[config.mk]
export PLATFORM = sky130hd
export DESIGN_NAME = xmr_back
export DESIGN_NICKNAME = d
export VERILOG_FILES = /design/src/hdl/xmr_pkg.sv /design/src/hdl/xmr_back.sv
export SDC_FILE = /design/constraint.sdc
export NUM_CORES = 1
export LEC_CHECK = 0
export ABC_AREA = 1
export BUFFER_PORTS_ARGS = -buffer_cell sky130_fd_sc_hd__buf_2
export CAP_MARGIN = 20
export CORE_ASPECT_RATIO = 0.7
export CORE_MARGIN = 10
export CORE_UTILIZATION = 39
export CTS_CLUSTER_SIZE = 20
export DETAILED_ROUTE_END_ITERATION = 6
export PLACE_DENSITY = 0.67
export SETUP_SLACK_MARGIN = 0.1
export SYNTH_ARGS = -nofsm -noshare
export SYNTH_HDL_FRONTEND = slang
export SYNTH_SLANG_ARGS = --single-unit
[constraint.sdc]
create_clock -name clock -period 7.2 [get_ports clock]
set_input_delay 0.36 -clock clock [delete_from_list [all_inputs] [get_ports clock]]
set_output_delay 0.36 -clock clock [all_outputs]
set_load 0.02 [all_outputs]
[src/hdl/xmr_pkg.sv]
`default_nettype none
package xmr_pkg;
   localparam logic [7:0] CH_SOH = 8'h01;
   localparam logic [7:0] CH_STX = 8'h02;
   localparam logic [7:0] CH_EOT = 8'h04;
   localparam logic [7:0] CH_ACK = 8'h06;
   localparam logic [7:0] CH_NAK = 8'h15;
   localparam logic [7:0] CH_CAN = 8'h18;
   localparam logic [7:0] CH_C   = 8'h43;

   localparam logic [2:0] ACT_START = 3'd0;
   localparam logic [2:0] ACT_NEXT  = 3'd1;
   localparam logic [2:0] ACT_BYTE  = 3'd2;
   localparam logic [2:0] ACT_TMO   = 3'd3;
   localparam logic [2:0] ACT_READ  = 3'd4;

   localparam logic [2:0] ST_BUSY   = 3'd0;
   localparam logic [2:0] ST_NOPKT  = 3'd1;
   localparam logic [2:0] ST_GOOD   = 3'd2;
   localparam logic [2:0] ST_END    = 3'd3;
   localparam logic [2:0] ST_CANCEL = 3'd4;
   localparam logic [2:0] ST_ABORT  = 3'd5;

   typedef enum logic [2:0] {
      PH_IDLE, PH_HDR, PH_HDR_C, PH_RECV, PH_CAN2
   } phase_type;

   // one queued item handed from the front to the back end
   typedef struct packed {
      logic [2:0] ntx;
      logic [7:0] tx0;
      logic [2:0] status;
      logic [10:0] len;
      logic [7:0] data;
   } cmd_type;

   function automatic logic [15:0] crc_byte(input logic [15:0] crc, input logic [7:0] b);
      logic [15:0] v;
      v = crc ^ {b, 8'h00};
      for (int i = 0; i < 8; i++) begin
         v = v[15] ? ((v << 1) ^ 16'h1021) : (v << 1);
      end
      return v;
   endfunction
endpackage
`default_nettype wire

[src/hdl/xmr_back.sv]
`default_nettype none
module xmr_back
   import xmr_pkg::*;
(
   input  wire logic         clock,
   input  wire logic         reset,
   input  wire logic         cmd_valid,
   output logic              cmd_ready,
   input  wire cmd_type      cmd,
   output logic              rsp_valid,
   input  wire logic         rsp_ready,
   output logic              rsp_tx_valid,
   output logic [7:0]        rsp_tx_byte,
   output logic [2:0]        rsp_status,
   output logic [10:0]       rsp_payload_len,
   output logic [7:0]        rsp_read_data,
   output logic              rsp_last
);
   // two-entry queue of commands, then expansion into result beats
   cmd_type q_ff [2];
   logic [1:0] cnt_ff;
   logic rd_ff, wr_ff;
   logic [2:0] beat_ff, beat_in;
   cmd_type h;
   logic [2:0] n;
   logic pop, push;

   assign h = q_ff[rd_ff];
   assign n = (h.ntx == 3'd0) ? 3'd1 : h.ntx;
   assign rsp_valid = cnt_ff != 2'd0;
   assign cmd_ready = cnt_ff != 2'd2;
   assign push = cmd_valid && cmd_ready;
   assign rsp_tx_valid = h.ntx != 3'd0;
   assign rsp_tx_byte = (h.ntx == 3'd0) ? 8'd0 :
                        (beat_ff == 3'd0 && h.tx0 != CH_CAN && h.ntx != 3'd3) ? h.tx0 :
                        (beat_ff == 3'd0 && h.ntx == 3'd1) ? h.tx0 :
                        (beat_ff == 3'd0 && h.ntx == 3'd4) ? h.tx0 : CH_CAN;
   assign rsp_status = h.status;
   assign rsp_payload_len = h.len;
   assign rsp_read_data = h.data;
   assign rsp_last = beat_ff == n - 3'd1;
   assign pop = rsp_valid && rsp_ready && rsp_last;
   always_comb begin
      beat_in = beat_ff;
      if (rsp_valid && rsp_ready) beat_in = rsp_last ? 3'd0 : beat_ff + 3'd1;
   end

   always_ff @(posedge clock) begin
      if (push) q_ff[wr_ff] <= cmd;
   end
   always_ff @(posedge clock) begin
      if (reset) begin
         cnt_ff <= '0; rd_ff <= 1'b0; wr_ff <= 1'b0; beat_ff <= '0;
      end else begin
         beat_ff <= beat_in;
         if (push) wr_ff <= !wr_ff;
         if (pop) rd_ff <= !rd_ff;
         cnt_ff <= cnt_ff + {1'b0, push} - {1'b0, pop};
      end
   end
endmodule
`default_nettype wire

# After elaboration in Yosys (flattened, before gate mapping)
# Memories as Yosys holds them, arrays and structs flattened. A register that Yosys moved wholly into a read port is not among the register bits.
# Cells that the tools add are included.
totals:
  ram_bits: 66
  n_memories: 1
  inputBits: 37
  output_inout_bits: 34
  regBits: 7
  elab_cells: 38
op_classes:
  n_eq_ne: 6
  addsub: 4
  n_reduce_logical: 13
  muxes: 10
mem_list:
  columns: ["memory", "depth", "width", "rd", "rd_clocked_by_memory_dff", "wr", "line", "source"]
  rows:
  - ["q_ff", 2, 33, 1, 1, 1, "xmr_back.sv:20", "cmd_type q_ff [2];"]
op_table:
  columns: ["cell", "count"]
  rows:
  - ["two-way mux 8 bit", 4]
  - ["!= test 8 x 5 -> 1 bit, second input constant", 1]
  - ["logical AND 1 bit", 7]
  - ["logical NOT 3 bit", 2]
  - ["two-way mux 3 bit", 2]
  - ["two-way mux 1 bit", 4]
  - ["adder 3 x 1 -> 3 bit, second input constant", 1]
  - ["== test 3 x 1 -> 1 bit, second input constant", 1]
  - ["== test 3 bit", 1]
  - ["== test 3 bit, second input constant", 1]
  - ["!= test 3 x 2 -> 1 bit, second input constant", 1]
  - ["nonzero test 3 bit", 1]
  - ["subtractor 3 x 1 -> 3 bit, second input constant", 1]
  - ["adder 2 x 1 -> 2 bit", 1]
  - ["logical NOT 1 bit", 2]
  - ["!= test 2 bit, second input constant", 1]
  - ["nonzero test 2 bit", 1]
  - ["subtractor 2 x 1 -> 2 bit", 1]

# Longest topological paths before layout
logic_depth:
  word_depth: 7
  depth_mapped: 21

# Worst setup path before layout
# OpenSTA, ideal clock, no wires.
synth_path:
  kind: "register to register"
  from: "register cnt_ff[0]"
  to: "memory q_ff[1][0] (netlist name), enable pin"
  period_less_slack_ps: 2540
  t_arrival_ps: 2115
  slack_ps: 4660
  stages_incl_launch_ff: 5
  path_buffers: 0
  path_cell_list: "dfxtp_1 inv_1 nand2_1 nand2_1 nor2_1"
synth_between:
  elab_chain_len: 4
synth_rtl:
  columns: ["element", "line", "source"]
  rows:
  - ["start, declared", "xmr_back.sv:21", "logic [1:0] cnt_ff;"]
  - ["start signal, assigned", "xmr_back.sv:58", "cnt_ff <= cnt_ff + {1'b0, push} - {1'b0, pop};"]
  - ["!= test 2 bit", "xmr_back.sv:31", "assign cmd_ready = cnt_ff != 2'd2;"]
  - ["named net cmd_ready", "xmr_back.sv:8", "output logic cmd_ready,"]
  - ["logical AND 1 bit", "xmr_back.sv:32", "assign push = cmd_valid && cmd_ready;"]
  - ["two-way mux 1 bit", "xmr_back.sv:49", "if (push) q_ff[wr_ff] <= cmd;"]
  - ["two-way mux 1 bit (implied by the code)", "xmr_back.sv:49", null]
  - ["end, declared", "xmr_back.sv:20", null]
# The timed path passes the listed nets, and every way through them passes these cells.

==> results.toml <==
[drt]
wirelength_um = 6100
route.detailed.drc = 0
vias = 2004
vias_per_cell = 4.46
first_iter_violations = 116
routedWlPerCell_um = 13.6
dr.pass1.iters = 4
drtAntennaViolNets = 0

[final_layout]
final_common_cell = "nand2_1"
layout_common_cells = "nand2_1, buf_2, edfxtp_1"
synthToLayoutAreaGrowth_pct = 22.1
nets = 388
drive_gt1_share_pct = 27.9
final_area_sq_mm = 0.00367
n_antenna_cell = 0

[clocking]
cts_inserted_buffers = 9
clkSlewWorstSetupHoldPaths_ns = 0.08
ctsResizeCount = 0
cts_tree = "done"
ctsHoldBuffers = 0
clk_latency_ns = 0.34
clock-root-buffer = "clkbuf_8"
cts_sinks = 74
ctsLongestPathBuffers = 2
cts_setup_buffers = 0
htree_levels = 3

[die]
die_h_um = 93.4
coreArea_sq_mm = 0.00738
io_pins = 71
start_util_pct = 40.7
die_area_sq_mm = 0.0117
die_x_um = 125
num_rows = 26

[grt]
grt_pass1_wl_um = 9450
grt_pass1_vias = 1954
grt_max_degree = 41
antenna_found_initial = 0
gr-total-overflow = 0
grtUsageTotal_pct = 10.3

[synth]
synth_fp_nets = 312
avgSynthCellArea_sq_um = 11.1
syn_area_sq_mm = 0.00300
ys.warnings.count = 0
synth_seq_cells = 74
synth_cell_type_count = 23
synth_cells = 270
ys_seq_area_share_pct = 71.3

[pwr]
leakage_nw = 1.63
p_comb_share_pct = 22.2
clockPowerShare_pct = 28.7
p_per_area_mw_per_mm2 = 293
p_sw_uw = 326
swShare_pct = 30.4
peakVddDrop_mv = 0.122
seqPwrFrac_pct = 49.1
intPower_uw = 747

[placed_design]
gp_congestion = 0.793
io_buffers = 70
placed_area_sq_mm = 0.00347
place_ws_ns = 4.28
dp_hpwl_um = 4260

[timing]
fin_crit_ns = 2.92
rsz0062_at_grt = "false"
tns_ns = 0
fin_ws_ns = 4.28
finalCritPeriodShare_pct = 40.5
max_freq_ghz = 0.343
max-slew-margin-rel_pct = 32.0
hold_ws_ns = 0.206
slew_violations = 0
tightest_slew_ns = 1.02
finalHoldViolations = 0
finalSetupViolCount = 0
fin_worst_skew_ns = 0.00643

[hold_path]
hold_path_class = "primary input to register"

[setup_path]
worstSetupPathType = "register to register"
arrival_ns = 3.19
end_kind = "register"
required_ns = 7.47
critPathMaxFanout = 40
crit_path_start_kind = "register"

[flow_run]
maxCapViolations = 0

[outcome]
status = "complete, no violations"
-- final cells by class --
type / count / area, sq um
Clock buffer: 10 / 128
Multi-Input combinational cell: 158 / 728
Inverter: 32 / 120
Timing Repair Buffer: 71 / 358
Tap cell: 98 / 123
Clock inverter: 6 / 68.8
Sequential cell: 74 / 2140
Fill cell: 676 / 3720
-- final timing paths --
path / startpoint / to / slack [ns] / cells past startpoint
hold / removal: cmd[27] / q_ff[1][27] / 0.21 / 1
setup reg to reg: register / cnt_ff[1] / 4.28 / 18
hold reg to reg: cnt_ff[1] / cnt_ff[1] / 0.48 / 1
setup / recovery: register / cnt_ff[1] / 4.28 / 18
-- routing by layer --
layer	global-route usage (%)	share of wire [%]	vias up
li1	-	-	1032
met2	15.8	45	67
met5	0	0	-
met3	5.25	8.5	4
met1	12.6	46	901
met4	2.68	0.38	0
-- critical path, stage by stage, from the launching register on --
cell and delay (ns):
dfxtp_1 0.35, buf_4 0.37, nand2_1 0.09, nand2_1 0.16
nand2_2 0.09, nand2_1 0.08, inv_1 0.05, ha_1 0.29
xor2_1 0.14, nand2_1 0.08, nor2_2 0.15, nand3_2 0.11
inv_1 0.07, ha_1 0.22, inv_1 0.05, ha_1 0.15
xor2_1 0.18, o21ai_0 0.09, a21oi_1 0.10
-- power groups by stage --
stage               logic (mW)  clock network (mW)  registers (mW)
CTS                      0.244               0.318           0.527
floorplan                0.159                   0           0.535
global route             0.267               0.341           0.530
detailed placement       0.244                   0           0.537
finish                   0.238               0.309           0.527
global placement         0.239                   0           0.536
-- cells by family after synthesis --
kind of cell / count (synthesis) / share of synthesized area [%]
adder cells (fa/ha/maj): 5 / 2.08
XOR/XNOR: 3 / 0.875
buffers and inverters: 38 / 4.92
AO/OA/AOI/OAI: 14 / 2.46
flip-flops: 74 / 71.3
AND/OR/NAND/NOR: 136 / 18.3
-- sequential cells by signal (all words and copies together) (netlist names), named ones only --
name,flops
rd_ff,1
beat_ff,3
q_ff,66
wr_ff,1
cnt_ff,2
-- Yosys cell counts, drive strengths merged --
cell type	number	area, sq um
or2	1	6.26
nor2	13	53.8
nand3	3	25.0
inv	32	120
xor2	3	26.3
nor3	7	35.0
nand4	2	12.5
edfxtp	66	1980
dfxtp	8	160
ha	5	62.6
nand2	110	418
buf	4	20.0
a21oi	3	15.0
o21ai	11	58.8
clkbuf	2	7.51
-- metrics by stage --
step                      utilization, %  instances  power [mW]
final                               49.7        449        1.07
after global routing                49.7        449        1.14
after CTS                           49.7        449        1.09
after detailed placement            47.0        433       0.781
after global placement              47.0        433       0.775
after floorplan                        -        270       0.693
No activity file was read; power rests on OpenSTA's default activity.
